<file path="src/hw/rtl/spc_pkg.sv">
// ----------------------------------------------------------------------------
// spc_pkg: scanline pixel compositor package
// Command and pixel types, the line register map and the hue/luma palette.
// ----------------------------------------------------------------------------
package spc_pkg;

    typedef enum logic [0:0] {
        CMD_WRITE  = 1'b0,
        CMD_RENDER = 1'b1
    } cmd_t;

    // One command transfer
    typedef struct packed {
        cmd_t       command;
        logic [4:0] reg_index;
        logic [7:0] reg_value;
        logic [7:0] pixel_x;
    } cmd_item_t;

    // One pixel transfer
    typedef struct packed {
        logic [7:0] red;
        logic [7:0] green;
        logic [7:0] blue;
        logic [7:0] column_out;
    } pix_item_t;

    typedef struct packed {
        logic [7:0] r;
        logic [7:0] g;
        logic [7:0] b;
    } rgb_t;

    localparam int unsigned NUM_REGS = 22;

    // Line register map
    localparam logic [4:0] REG_COLUP0 = 5'd0;
    localparam logic [4:0] REG_COLUP1 = 5'd1;
    localparam logic [4:0] REG_COLUPF = 5'd2;
    localparam logic [4:0] REG_COLUBK = 5'd3;
    localparam logic [4:0] REG_CTRLPF = 5'd4;
    localparam logic [4:0] REG_PF0    = 5'd5;
    localparam logic [4:0] REG_PF1    = 5'd6;
    localparam logic [4:0] REG_PF2    = 5'd7;
    localparam logic [4:0] REG_GRP0   = 5'd8;
    localparam logic [4:0] REG_GRP1   = 5'd9;
    localparam logic [4:0] REG_REFP0  = 5'd10;
    localparam logic [4:0] REG_REFP1  = 5'd11;
    localparam logic [4:0] REG_NUSIZ0 = 5'd12;
    localparam logic [4:0] REG_NUSIZ1 = 5'd13;
    localparam logic [4:0] REG_X0     = 5'd14;
    localparam logic [4:0] REG_X1     = 5'd15;
    localparam logic [4:0] REG_M0_GRP = 5'd16;
    localparam logic [4:0] REG_M1_GRP = 5'd17;
    localparam logic [4:0] REG_BL_GRP = 5'd18;
    localparam logic [4:0] REG_M0_X   = 5'd19;
    localparam logic [4:0] REG_M1_X   = 5'd20;
    localparam logic [4:0] REG_BL_X   = 5'd21;

    // Playfield geometry
    localparam logic [7:0] PF_HALF    = 8'd80;
    localparam logic [4:0] PF_LAST    = 5'd19;

    // Luma ramp: v = LUMA_BASE + LUMA_STEP * luma
    localparam int unsigned LUMA_BASE = 32;
    localparam int unsigned LUMA_STEP = 28;

    // Map a colour byte through the palette (hue in bits 7:4, luma in bits 3:1)
    function automatic rgb_t palette(input logic [7:0] c);
        logic [3:0] hue;
        logic [2:0] luma;
        logic [7:0] v;
        logic [9:0] v3;
        logic [7:0] vq;
        logic [7:0] vh;
        logic [7:0] ve;
        logic [7:0] v34;
        rgb_t       o;
        hue  = c[7:4];
        luma = c[3:1];
        v    = 8'(LUMA_BASE) + 8'({5'd0, luma} * 8'(LUMA_STEP));
        v3   = {2'b00, v} + {1'b0, v, 1'b0};
        vq   = {2'b00, v[7:2]};
        vh   = {1'b0, v[7:1]};
        ve   = {3'b000, v[7:3]};
        v34  = v3[9:2];
        case (hue)
            4'd0:    o = '{r: v,    g: vq,   b: 8'd0};
            4'd1:    o = '{r: v,    g: vh,   b: 8'd0};
            4'd2:    o = '{r: v,    g: v,    b: 8'd0};
            4'd3:    o = '{r: v34,  g: v,    b: 8'd0};
            4'd4:    o = '{r: 8'd0, g: v,    b: 8'd0};
            4'd5:    o = '{r: 8'd0, g: v,    b: vh};
            4'd6:    o = '{r: 8'd0, g: v,    b: v};
            4'd7:    o = '{r: 8'd0, g: v34,  b: v};
            4'd8:    o = '{r: 8'd0, g: 8'd0, b: v};
            4'd9:    o = '{r: vh,   g: 8'd0, b: v};
            4'd10:   o = '{r: v,    g: 8'd0, b: v};
            4'd11:   o = '{r: v,    g: 8'd0, b: v34};
            4'd12:   o = '{r: v,    g: 8'd0, b: 8'd0};
            4'd13:   o = '{r: v,    g: vq,   b: ve};
            4'd14:   o = '{r: v34,  g: ve,   b: 8'd0};
            default: o = '{r: vh,   g: vq,   b: 8'd0};
        endcase
        return o;
    endfunction

endpackage

</file>
<file path="src/hw/rtl/scanline_pixel_compositor.sv">
// ----------------------------------------------------------------------------
// scanline_pixel_compositor
// Line register file and per-pixel object priority with palette lookup.
// ----------------------------------------------------------------------------
// A command transfer either writes one of the 22 line registers (colours,
// playfield, players, missiles, ball) or renders one pixel column. The block
// takes one command every clock while cmd_ready is high: a command lands in
// an input register, the compositing logic works on it in the following
// cycle, and a render leaves its RGB pixel in a result register, which
// offers it on pix until it is taken. Writes leave no pixel. Writes and
// renders pass the input register in order, so a render always sees every
// write sent before it.
// cmd_ready only drops while the input register holds a render and the
// result register is full and not being taken.
module scanline_pixel_compositor (
    input  logic               clk,
    input  logic               rst_n,
    input  logic               cmd_valid,
    output logic               cmd_ready,
    input  spc_pkg::cmd_item_t cmd,
    output logic               pix_valid,
    input  logic               pix_ready,
    output spc_pkg::pix_item_t pix
);

    // ------------------------------------------------------------------
    // Input register
    // ------------------------------------------------------------------
    logic               s1_valid_reg;
    spc_pkg::cmd_item_t s1_reg;
    logic               s1_render;
    logic               s1_advance;

    // Result register
    logic               out_valid_reg;
    spc_pkg::pix_item_t out_reg;
    logic               out_free;

    // Line registers
    logic [7:0] line_reg [spc_pkg::NUM_REGS];

    assign s1_render  = (s1_reg.command == spc_pkg::CMD_RENDER);
    assign out_free   = !out_valid_reg || pix_ready;
    // A write always leaves; a render leaves only into a free result slot
    assign s1_advance = s1_valid_reg && (!s1_render || out_free);
    assign cmd_ready  = !s1_valid_reg || s1_advance;

    always_ff @(posedge clk or negedge rst_n)
    begin
        if (!rst_n)
        begin
            s1_valid_reg <= 1'b0;
        end
        else if (cmd_ready)
        begin
            s1_valid_reg <= cmd_valid;
        end
    end

    always_ff @(posedge clk)
    begin
        if (cmd_ready && cmd_valid)
        begin
            s1_reg <= cmd;
        end
    end

    // ------------------------------------------------------------------
    // Line register file: apply a write as it leaves the input register;
    // drop writes to indexes beyond the map
    // ------------------------------------------------------------------
    always_ff @(posedge clk or negedge rst_n)
    begin
        if (!rst_n)
        begin
            for (int i = 0; i < spc_pkg::NUM_REGS; i++)
            begin
                line_reg[i] <= 8'd0;
            end
        end
        else if (s1_advance && !s1_render &&
                 (32'(s1_reg.reg_index) < spc_pkg::NUM_REGS))
        begin
            line_reg[s1_reg.reg_index] <= s1_reg.reg_value;
        end
    end

    // ------------------------------------------------------------------
    // Compositing
    // ------------------------------------------------------------------
    logic [7:0]  x;
    logic [7:0]  ctrl;
    logic        prio;
    logic [7:0]  x_mod;
    logic [4:0]  pf_idx;
    logic [19:0] pf_vec;
    logic        pf_hit;

    assign x    = s1_reg.pixel_x;
    assign ctrl = line_reg[spc_pkg::REG_CTRLPF];
    assign prio = ctrl[2];

    // Column modulo 80; x is at most 255, so at most three steps of 80
    always_comb
    begin
        if (x >= 8'(3 * spc_pkg::PF_HALF))
        begin
            x_mod = x - 8'(3 * spc_pkg::PF_HALF);
        end
        else if (x >= 8'(2 * spc_pkg::PF_HALF))
        begin
            x_mod = x - 8'(2 * spc_pkg::PF_HALF);
        end
        else if (x >= spc_pkg::PF_HALF)
        begin
            x_mod = x - spc_pkg::PF_HALF;
        end
        else
        begin
            x_mod = x;
        end
    end

    // Lay the playfield out in display order: pf0 4..7, pf1 7..0, pf2 0..7
    always_comb
    begin
        for (int i = 0; i < 4; i++)
        begin
            pf_vec[i] = line_reg[spc_pkg::REG_PF0][4 + i];
        end
        for (int i = 0; i < 8; i++)
        begin
            pf_vec[4 + i]  = line_reg[spc_pkg::REG_PF1][7 - i];
            pf_vec[12 + i] = line_reg[spc_pkg::REG_PF2][i];
        end
    end

    // Right half mirrors when reflect is set
    always_comb
    begin
        pf_idx = x_mod[6:2];
        if ((x >= spc_pkg::PF_HALF) && ctrl[0])
        begin
            pf_idx = spc_pkg::PF_LAST - x_mod[6:2];
        end
    end

    assign pf_hit = pf_vec[pf_idx];

    // Ball and missiles: cover pos .. pos + 2^size - 1, no wrap
    logic [7:0] bl_dx;
    logic [7:0] m0_dx;
    logic [7:0] m1_dx;
    logic [7:0] p0_dx;
    logic [7:0] p1_dx;
    logic       bl_hit;
    logic       m0_hit;
    logic       m1_hit;
    logic       p0_hit;
    logic       p1_hit;

    assign bl_dx = x - line_reg[spc_pkg::REG_BL_X];
    assign m0_dx = x - line_reg[spc_pkg::REG_M0_X];
    assign m1_dx = x - line_reg[spc_pkg::REG_M1_X];
    assign p0_dx = x - line_reg[spc_pkg::REG_X0];
    assign p1_dx = x - line_reg[spc_pkg::REG_X1];

    assign bl_hit = (line_reg[spc_pkg::REG_BL_GRP] != 8'd0)
                 && (x >= line_reg[spc_pkg::REG_BL_X])
                 && (bl_dx < (8'd1 << ctrl[5:4]));
    assign m1_hit = (line_reg[spc_pkg::REG_M1_GRP] != 8'd0)
                 && (x >= line_reg[spc_pkg::REG_M1_X])
                 && (m1_dx < (8'd1 << line_reg[spc_pkg::REG_NUSIZ1][5:4]));
    assign m0_hit = (line_reg[spc_pkg::REG_M0_GRP] != 8'd0)
                 && (x >= line_reg[spc_pkg::REG_M0_X])
                 && (m0_dx < (8'd1 << line_reg[spc_pkg::REG_NUSIZ0][5:4]));

    // Players: eight columns, leftmost shows bit 7 (bit 0 when reflected)
    assign p0_hit = (x >= line_reg[spc_pkg::REG_X0]) && (p0_dx < 8'd8)
                 && (line_reg[spc_pkg::REG_REFP0][3]
                     ? line_reg[spc_pkg::REG_GRP0][p0_dx[2:0]]
                     : line_reg[spc_pkg::REG_GRP0][3'd7 - p0_dx[2:0]]);
    assign p1_hit = (x >= line_reg[spc_pkg::REG_X1]) && (p1_dx < 8'd8)
                 && (line_reg[spc_pkg::REG_REFP1][3]
                     ? line_reg[spc_pkg::REG_GRP1][p1_dx[2:0]]
                     : line_reg[spc_pkg::REG_GRP1][3'd7 - p1_dx[2:0]]);

    // Priority select of the winning colour
    logic [7:0]    color;
    spc_pkg::rgb_t rgb;

    always_comb
    begin
        if (prio && pf_hit)
        begin
            color = line_reg[spc_pkg::REG_COLUPF];
        end
        else if (bl_hit)
        begin
            color = line_reg[spc_pkg::REG_COLUPF];
        end
        else if (m1_hit)
        begin
            color = line_reg[spc_pkg::REG_COLUP1];
        end
        else if (m0_hit)
        begin
            color = line_reg[spc_pkg::REG_COLUP0];
        end
        else if (p0_hit)
        begin
            color = line_reg[spc_pkg::REG_COLUP0];
        end
        else if (p1_hit)
        begin
            color = line_reg[spc_pkg::REG_COLUP1];
        end
        else if (pf_hit)
        begin
            color = line_reg[spc_pkg::REG_COLUPF];
        end
        else
        begin
            color = line_reg[spc_pkg::REG_COLUBK];
        end
    end

    assign rgb = spc_pkg::palette(color);

    // ------------------------------------------------------------------
    // Result register: hold until transferred, load a fresh render
    // ------------------------------------------------------------------
    logic out_load;

    assign out_load = s1_advance && s1_render;

    always_ff @(posedge clk or negedge rst_n)
    begin
        if (!rst_n)
        begin
            out_valid_reg <= 1'b0;
        end
        else if (out_free)
        begin
            out_valid_reg <= out_load;
        end
    end

    always_ff @(posedge clk)
    begin
        if (out_load)
        begin
            out_reg <= '{red: rgb.r, green: rgb.g, blue: rgb.b, column_out: x};
        end
    end

    assign pix_valid = out_valid_reg;
    assign pix       = out_reg;

    // ------------------------------------------------------------------
    // Assertions
    // ------------------------------------------------------------------
    a_render_fills_result: assert property (@(posedge clk) disable iff (!rst_n)
        out_load |=> out_valid_reg)
        else $error("render left the input stage without a result");

    a_write_no_result: assert property (@(posedge clk) disable iff (!rst_n)
        (s1_advance && !s1_render && out_free) |=> !out_valid_reg)
        else $error("register write produced a pixel");

    a_column_echo: assert property (@(posedge clk) disable iff (!rst_n)
        out_load |=> (out_reg.column_out == $past(s1_reg.pixel_x)))
        else $error("pixel column does not match its render command");

    a_write_lands: assert property (@(posedge clk) disable iff (!rst_n)
        (s1_advance && !s1_render && (s1_reg.reg_index < 5'(spc_pkg::NUM_REGS)))
        |=> (line_reg[$past(s1_reg.reg_index)] == $past(s1_reg.reg_value)))
        else $error("line register write lost");

    a_stall_cause: assert property (@(posedge clk) disable iff (!rst_n)
        !cmd_ready |-> (s1_valid_reg && s1_render && out_valid_reg && !pix_ready))
        else $error("command stalled without a blocked render");

endmodule
</file>
<file path="config.mk">
export PLATFORM = sky130hd
export DESIGN_NAME = scanline_pixel_compositor
export DESIGN_NICKNAME = d
export VERILOG_FILES = /design/src/hw/rtl/spc_pkg.sv /design/src/hw/rtl/scanline_pixel_compositor.sv
export SDC_FILE = /design/constraint.sdc
export NUM_CORES = 1
export LEC_CHECK = 0
export BUFFER_PORTS_ARGS = -buffer_cell sky130_fd_sc_hd__buf_2
export CAP_MARGIN = 10
export CORE_ASPECT_RATIO = 1.25
export CORE_UTILIZATION = 67
export DETAILED_ROUTE_END_ITERATION = 6
export PLACE_DENSITY_LB_ADDON = 0.15
export SETUP_SLACK_MARGIN = 0.4
export SYNTH_ARGS = -nofsm -noshare
export SYNTH_HDL_FRONTEND = slang
export SYNTH_SLANG_ARGS = --single-unit
</file>
<file path="constraint.sdc">
create_clock -name clk -period 13.6 [get_ports clk]
set_input_delay 2.04 -clock clk [delete_from_list [all_inputs] [get_ports clk]]
set_output_delay 2.04 -clock clk [all_outputs]
set_load 0.03 [all_outputs]
</file>
==> impl_metrics.env, run 1 <==
export IMPL_cp_startpoint="x[4]$_DFFE_PP_"
export IMPL_largest_reg_flops=134
export IMPL_yosysWarnings=0
export IMPL_wl_per_cell_um=20.9
export IMPL_insertion_delay_ps=450
export IMPL_gr_usage_met3_pct=6.02
export IMPL_cts_tree="built"
export IMPL_busiest_layer="met2"
export IMPL_grt_use_met1_pct=42.1
export IMPL_power_density_nw_per_um2=144
export IMPL_min_period_ps=8690
export IMPL_period_share_pct=63.9
export IMPL_slowest_delay_ps=890
export IMPL_worstPathArrival_ps=8850
export IMPL_die_h_um=150
export IMPL_syn_num_nets=1174
export IMPL_outcome="complete, no violations"
export IMPL_antenna_found_initial=0
export IMPL_area_growth_pct=8.69
export IMPL_core_area_sq_um=17000
export IMPL_yosys_register_bits=194
export IMPL_synthMostInstantiatedCell="dfrtp_1"
export IMPL_crit_type="flop to flop"
export IMPL_post_cts_buffers=0
export IMPL_synth_cell_type_count=90
export IMPL_die_area_sq_um=18000
export IMPL_numCtsBuffers=17
export IMPL_yosys_top_cells_area="dfrtp_1, edfxtp_1, mux2_2, ha_1, mux4_2"
export IMPL_cp_slowest_cell="fa_1"
export IMPL_syn_area_sq_um=11700
export IMPL_vias_per_cell=6.62
export IMPL_fin_tns_setup_ps=0
export IMPL_use_met2_pct=53.9
export IMPL_power_leakage_nw=5.40
export IMPL_max_slew_margin_pct=22.3
export IMPL_ioPinCount=60
export IMPL_synth_edf_count=54
export IMPL_min_from="line_reg[18]$_DFFE_PN0P_"
export IMPL_drt_iter0_drc=943
export IMPL_start_kind="flop"
export IMPL_fmax_ghz=0.115
export IMPL_cts_root_buf="clkbuf_16"
export IMPL_layout_drive_gt1_share_pct=22.9
export IMPL_synth_top_area_share_pct=30.0
export IMPL_rsz0062_at_grt="false"
export IMPL_dpl_hpwl_mm=19.3
export IMPL_worst_slew_pin_slew_ps=1160
export IMPL_overflow=0
export IMPL_worstReg2RegStart="x[4]$_DFFE_PP_"
export IMPL_dr_pass1_iters=5
export IMPL_critPathMaxFanout=18
export IMPL_fillers=1175
export IMPL_clk_pin_slew_worst_paths_ps=80
export IMPL_ys_top_cells_by_count="dfrtp_1, mux2_2, nand2_1"
export IMPL_hold_violations=0
export IMPL_vias=8937
export IMPL_routed_wl_mm=28.2
export IMPL_finClkSkew_ps=12.5
export IMPL_multi_input_area_sq_um=6110
export IMPL_start_util_pct=68.9
export IMPL_ys_seq_area_share_pct=43.8
export IMPL_grt_max_degree=87
export IMPL_final_util_pct=74.8
export IMPL_hold_path_class="flop to flop"
export IMPL_finalMaxSlewViolations=0
export IMPL_vdd_ir_drop_max_mv=0.0941
export IMPL_numPortBuffers=59
export IMPL_cts_hold_buf=0
export IMPL_first_global_vias=8550
export IMPL_end_kind="flop"
export IMPL_die_w_um=120
export IMPL_drtAntennaViolNets=0
export IMPL_grt_usage_pct=33.0
export IMPL_ctsResizeCount=0
export IMPL_fin_nets=1214
export IMPL_drc_errors=0
export IMPL_maxCapViolations=0
export IMPL_place_gp_congestion=0.989
export IMPL_finalSetupViolations=0
export IMPL_cts_max_level=4
export IMPL_cts_sinks=194
export IMPL_required_ps=13760
export IMPL_grt_pass1_wl_mm=44.7
export IMPL_clockBufferDepth=2
export IMPL_antenna_cells=0
export IMPL_ys_flop_type="dfrtp_1"
export IMPL_rows=53
export IMPL_syn_area_per_cell_sq_um=10.9
export IMPL_synth_async_sr_flop_share_pct=72.2
export IMPL_regArea_sq_um=5120
export IMPL_yosysTopAreaCell="dfrtp_1"
export IMPL_syn_inst=1076
critical path, delay by kind of cell, from the launching register on:
kind	cells	cell delay (ps)
and+or+nand+nor	8	1640
DFF	1	680
buffers and inverters	4	600
AOI/OAI and AO/OA	10	3330
adders and majority gates	5	2130
final timing paths:
check | end | slack (ps) | cells after the start
worst max-delay path | pix[22]$_SDFFCE_PP0P_ | 4910 | 27
worst min-delay path | line_reg[18]$_DFFE_PN0P_ | 510 | 1
worst max register to register | pix[22]$_SDFFCE_PP0P_ | 4910 | 27
worst min register to register | line_reg[18]$_DFFE_PN0P_ | 510 | 1
max in group asynchronous | ctrl[0]$_DFFE_PN0P_ | 10720 | 2
min in group asynchronous | line_reg[34]$_DFFE_PN0P_ | 1610 | 1
power by group:
group / total, W / switching, W / internal [W]
Clock: 0.000486 / 0.000244 / 0.000242
Combinational: 0.000612 / 0.000378 / 0.000234
Sequential: 0.000732 / 0.0000549 / 0.000677
Total: 0.00183 / 0.000677 / 0.00115
cell families (layout without fill, tap and decap cells):
kind of cell               Yosys count  in the layout  share of synthesized area (%)
AOI/OAI and AO/OA                  240            240                           14.7
xor gates and xnor gates            14             14                           1.05
adders and majority gates           72             72                           8.22
buffers and inverters              118            171                           4.05
DFF                                194            194                           43.8
muxes                              143            143                           15.3
and+or+nand+nor                    295            295                           12.9
through the flow:
| stage | worst slack [ps] | power (W) | instance area, sq um | instances | hold slack [ps] |
|---|---|---|---|---|---|
| floorplan | 6800 | 0.00118 | 11700 | 1076 | 475 |
| global placement | 5250 | 0.00132 | 12100 | 1317 | 489 |
| detailed placement | 5100 | 0.00134 | 12100 | 1317 | 494 |
| CTS | 5080 | 0.00182 | 12700 | 1349 | 511 |
| global route | 4410 | 0.00192 | 12700 | 1349 | 520 |
| finish | 4910 | 0.00183 | 12700 | 1349 | 509 |
layout make-up:
cell class / instances / area share (%)
Clock inverter: 15 / 1.18
Tap cell: 220 / 2.17
Timing Repair Buffer: 65 / 2.73
Clock buffer: 17 / 3.35
Multi-Input combinational cell: 764 / 48.1
Sequential cell: 194 / 40.3
Inverter: 74 / 2.19
metal layers:
layer,up-vias,wire (um)
li1,4074,-
met1,4387,11500
met2,387,13600
met3,89,1840
met4,0,1160
met5,-,0
cell usage in the layout (no fill, tap or decap), types with 9 or more instances in the layout:
| cell type | count |
|---|---|
| nor2b_1 | 12 |
| o21a_1 | 11 |
| ha_1 | 64 |
| nand4_1 | 9 |
| and2_1 | 9 |
| a31oi_1 | 11 |
| nor4_1 | 9 |
| nand2_1 | 81 |
| a21oi_1 | 18 |
| o211ai_1 | 22 |
| o221ai_1 | 9 |
| buf_2 | 58 |
| mux4_2 | 17 |
| a22oi_1 | 11 |
| inv_1 | 73 |
| clkbuf_16 | 17 |
| o21ai_0 | 56 |
| dfrtp_1 | 140 |
| mux2i_1 | 10 |
| edfxtp_1 | 54 |
| nor3_1 | 16 |
| mux2_2 | 116 |
| a211oi_1 | 13 |
| nand2b_1 | 16 |
| nor2_1 | 70 |
| nand3_1 | 25 |
(Power assumes the default switching activity.)
==> run 2, diff against run 1 <==
--- a/config.mk
+++ b/config.mk
@@ -5,10 +5,11 @@
 export SDC_FILE = /design/constraint.sdc
 export NUM_CORES = 1
 export LEC_CHECK = 0
+export ABC_AREA = 1
 export BUFFER_PORTS_ARGS = -buffer_cell sky130_fd_sc_hd__buf_2
 export CAP_MARGIN = 10
 export CORE_ASPECT_RATIO = 1.25
-export CORE_UTILIZATION = 67
+export CORE_UTILIZATION = 62
 export DETAILED_ROUTE_END_ITERATION = 6
 export PLACE_DENSITY_LB_ADDON = 0.15
 export SETUP_SLACK_MARGIN = 0.4
==> constraint.sdc (replaced) <==
create_clock -name clk -period 8.7 [get_ports clk]
set_input_delay 1.305 -clock clk [delete_from_list [all_inputs] [get_ports clk]]
set_output_delay 1.305 -clock clk [all_outputs]
set_load 0.03 [all_outputs]
==> impl_metrics.env, run 2 <==
export IMPL_synth_top_family_by_area="simple AND/OR/NAND/NOR gates"
export IMPL_regArea_sq_um=5120
export IMPL_die_h_um=155
export IMPL_final_common_cell="nand2_1"
export IMPL_synthXorXnorAreaFrac_pct=2.02
export IMPL_placed_area_sq_um=12100
export IMPL_cts_root_buf="clkbuf_16"
export IMPL_layout_drive_gt1_share_pct=11.8
export IMPL_core_area_sq_um=18200
export IMPL_numCtsBuffers=17
export IMPL_grt_max_degree=73
export IMPL_synth_cell_type_count=58
export IMPL_yosysTopAreaCell="dfrtp_1"
export IMPL_grt_usage_pct=31.6
export IMPL_rows=55
export IMPL_required_ps=8890
export IMPL_finalMaxSlewViolations=0
export IMPL_final_cell_mix="nand2_1, o21ai_0, inv_1"
export IMPL_synthMostInstantiatedCell="nand2_1"
export IMPL_worstPathArrival_ps=7320
export IMPL_pre_cts_ws_ps=1670
export IMPL_finalSetupViolations=0
export IMPL_yosys_top_cells_area="dfrtp_1, edfxtp_1, nand2_1, o21ai_0, ha_1"
export IMPL_post_cts_buffers=0
export IMPL_rrSetupSlack_ps=1580
export IMPL_ys_flop_type="dfrtp_1"
export IMPL_cts_sinks=194
export IMPL_synth_simple_area_share_pct=24.3
export IMPL_antenna_found_initial=0
export IMPL_ioPinCount=60
export IMPL_maxCapViolations=0
export IMPL_cp_slowest_cell="edfxtp_1"
export IMPL_max_slew_margin_pct=26.6
export IMPL_vias=9835
export IMPL_insertion_delay_ps=450
export IMPL_outcome="complete, no violations"
export IMPL_first_global_vias=9475
export IMPL_syn_num_nets=1511
export IMPL_numPortBuffers=59
export IMPL_cts_hold_buf=0
export IMPL_hold_violations=0
export IMPL_antenna_cells=0
export IMPL_synth_mux_area_share_pct=0
export IMPL_r2r_end="pix[30]$_DFFE_PP_"
export IMPL_clk_pin_slew_worst_paths_ps=80
export IMPL_cts_tree="built"
export IMPL_largest_reg_flops=134
export IMPL_dpl_hpwl_mm=20.7
export IMPL_syn_inst=1413
export IMPL_fin_nets=1555
export IMPL_min_period_ps=7120
export IMPL_synth_edf_count=54
export IMPL_start_util_pct=63.8
export IMPL_synth_top_area_share_pct=30.1
export IMPL_yosysWarnings=0
export IMPL_worstReg2RegStart="x[4]$_DFFE_PP_"
export IMPL_wl_per_cell_um=17.2
export IMPL_area_growth_pct=9.35
export IMPL_ys_seq_area_share_pct=44.0
export IMPL_vdd_ir_drop_max_mv=0.173
export IMPL_drc_errors=0
export IMPL_drtAntennaViolNets=0
export IMPL_synth_fa_ha_area_share_pct=8.25
export IMPL_end_kind="flop"
export IMPL_vias_per_cell=5.79
export IMPL_power_density_nw_per_um2=228
export IMPL_finClkSkew_ps=17.3
export IMPL_dr_pass1_iters=5
export IMPL_hold_path_class="flop to flop"
export IMPL_finish_instance_area_sq_um=12700
export IMPL_hold_ws_ps=485
export IMPL_power_leakage_nw=5.98
export IMPL_multi_input_area_sq_um=5700
export IMPL_synth_compound_area_share_pct=14.3
export IMPL_fillers=1504
export IMPL_worst_slew_pin_slew_ps=1090
export IMPL_synth_async_sr_flop_share_pct=72.2
export IMPL_clockBufferDepth=2
export IMPL_syn_area_sq_um=11600
export IMPL_start_kind="flop"
export IMPL_yosys_register_bits=194
export IMPL_cp_common_cell="nand2_1"
export IMPL_drt_iter0_drc=1045
export IMPL_period_share_pct=81.9
export IMPL_min_from="line_reg[4]$_DFFE_PN0P_"
export IMPL_cts_max_level=4
export IMPL_r2r_cells=32
export IMPL_ys_top_cells_by_count="nand2_1, o21ai_0, inv_1"
export IMPL_overflow=0
export IMPL_min_to="line_reg[4]$_DFFE_PN0P_"
export IMPL_slowest_delay_ps=770
export IMPL_syn_area_per_cell_sq_um=8.24
export IMPL_grt_pass1_wl_mm=47.8
export IMPL_die_area_sq_um=19300
export IMPL_crit_type="flop to flop"
export IMPL_die_w_um=125
export IMPL_ctsResizeCount=0
export IMPL_fin_tns_setup_ps=0
export IMPL_place_gp_congestion=0.984
export IMPL_fin_ws_ps=1580
export IMPL_worstHoldPathCells=2
export IMPL_fmax_ghz=0.140
export IMPL_critPathMaxFanout=14
export IMPL_routed_wl_mm=29.2
export IMPL_rsz0062_at_grt="false"
## run 2: kinds of logic after synthesis
group                      count (synthesis)
xor gates and xnor gates                  26
DFF                                      194
buffers and inverters                    211
and+or+nand+nor                          609
adders and majority gates                 72
AOI/OAI and AO/OA                        301
## run 2: report_power, final
part           switching, W  total, W  internal [W]
clock network      0.000414  0.000840      0.000426
logic              0.000625  0.000937      0.000312
registers         0.0000745   0.00113       0.00106
## run 2: worst max-delay path by stage
| stage | slack [ps] | end | startpoint | cells after the start |
|---|---|---|---|---|
| 3_3_place_gp | 1850 | pix[30]$_DFFE_PP_ | x[4]$_DFFE_PP_ | 32 |
| 2_1_floorplan | 3010 | pix[30]$_DFFE_PP_ | x[5]$_DFFE_PP_ | 31 |
| 4_1_cts | 1680 | pix[30]$_DFFE_PP_ | x[4]$_DFFE_PP_ | 32 |
| 6_report | 1580 | pix[30]$_DFFE_PP_ | x[4]$_DFFE_PP_ | 32 |
| 5_1_grt | 1110 | pix[30]$_DFFE_PP_ | x[4]$_DFFE_PP_ | 32 |
| 3_5_place_dp | 1670 | pix[30]$_DFFE_PP_ | x[4]$_DFFE_PP_ | 32 |
## run 2: stage by stage
step,power [W],cells,util (%)
after floorplan,0.00183,1413,-
after CTS,0.00290,1698,69.8
after global placement,0.00205,1666,66.3
final,0.00291,1698,69.8
after global routing,0.00307,1698,69.8
after detailed placement,0.00207,1666,66.3
## run 2: area by class of cell
type,instances,share of cell area (%)
repair buffers,60,2.43
clock buffers,17,3.34
flip-flops and latches,194,40.3
well taps,228,2.24
inverters,176,5.26
multi-input cells,1008,44.8
clock inverters,15,1.69
## run 2: critical path: cells and delay by family (launching register included)
family | cells | cell delay (ps)
adder cells (fa/ha/maj) | 5 | 1880
buffers and inverters | 6 | 1080
XOR/XNOR | 1 | 380
AO/OA/AOI/OAI | 4 | 790
flip-flops | 1 | 770
AND/OR/NAND/NOR | 16 | 2000
## run 2: layer usage
layer  vias to the layer above  global-route usage (%)  share of wire [%]
met3                        82                    4.78                6.2
met2                       380                    54.6                 50
li1                       4741                       -                  -
met4                         0                    14.2                3.4
met5                         -                       0                  0
met1                      4632                    39.2                 41
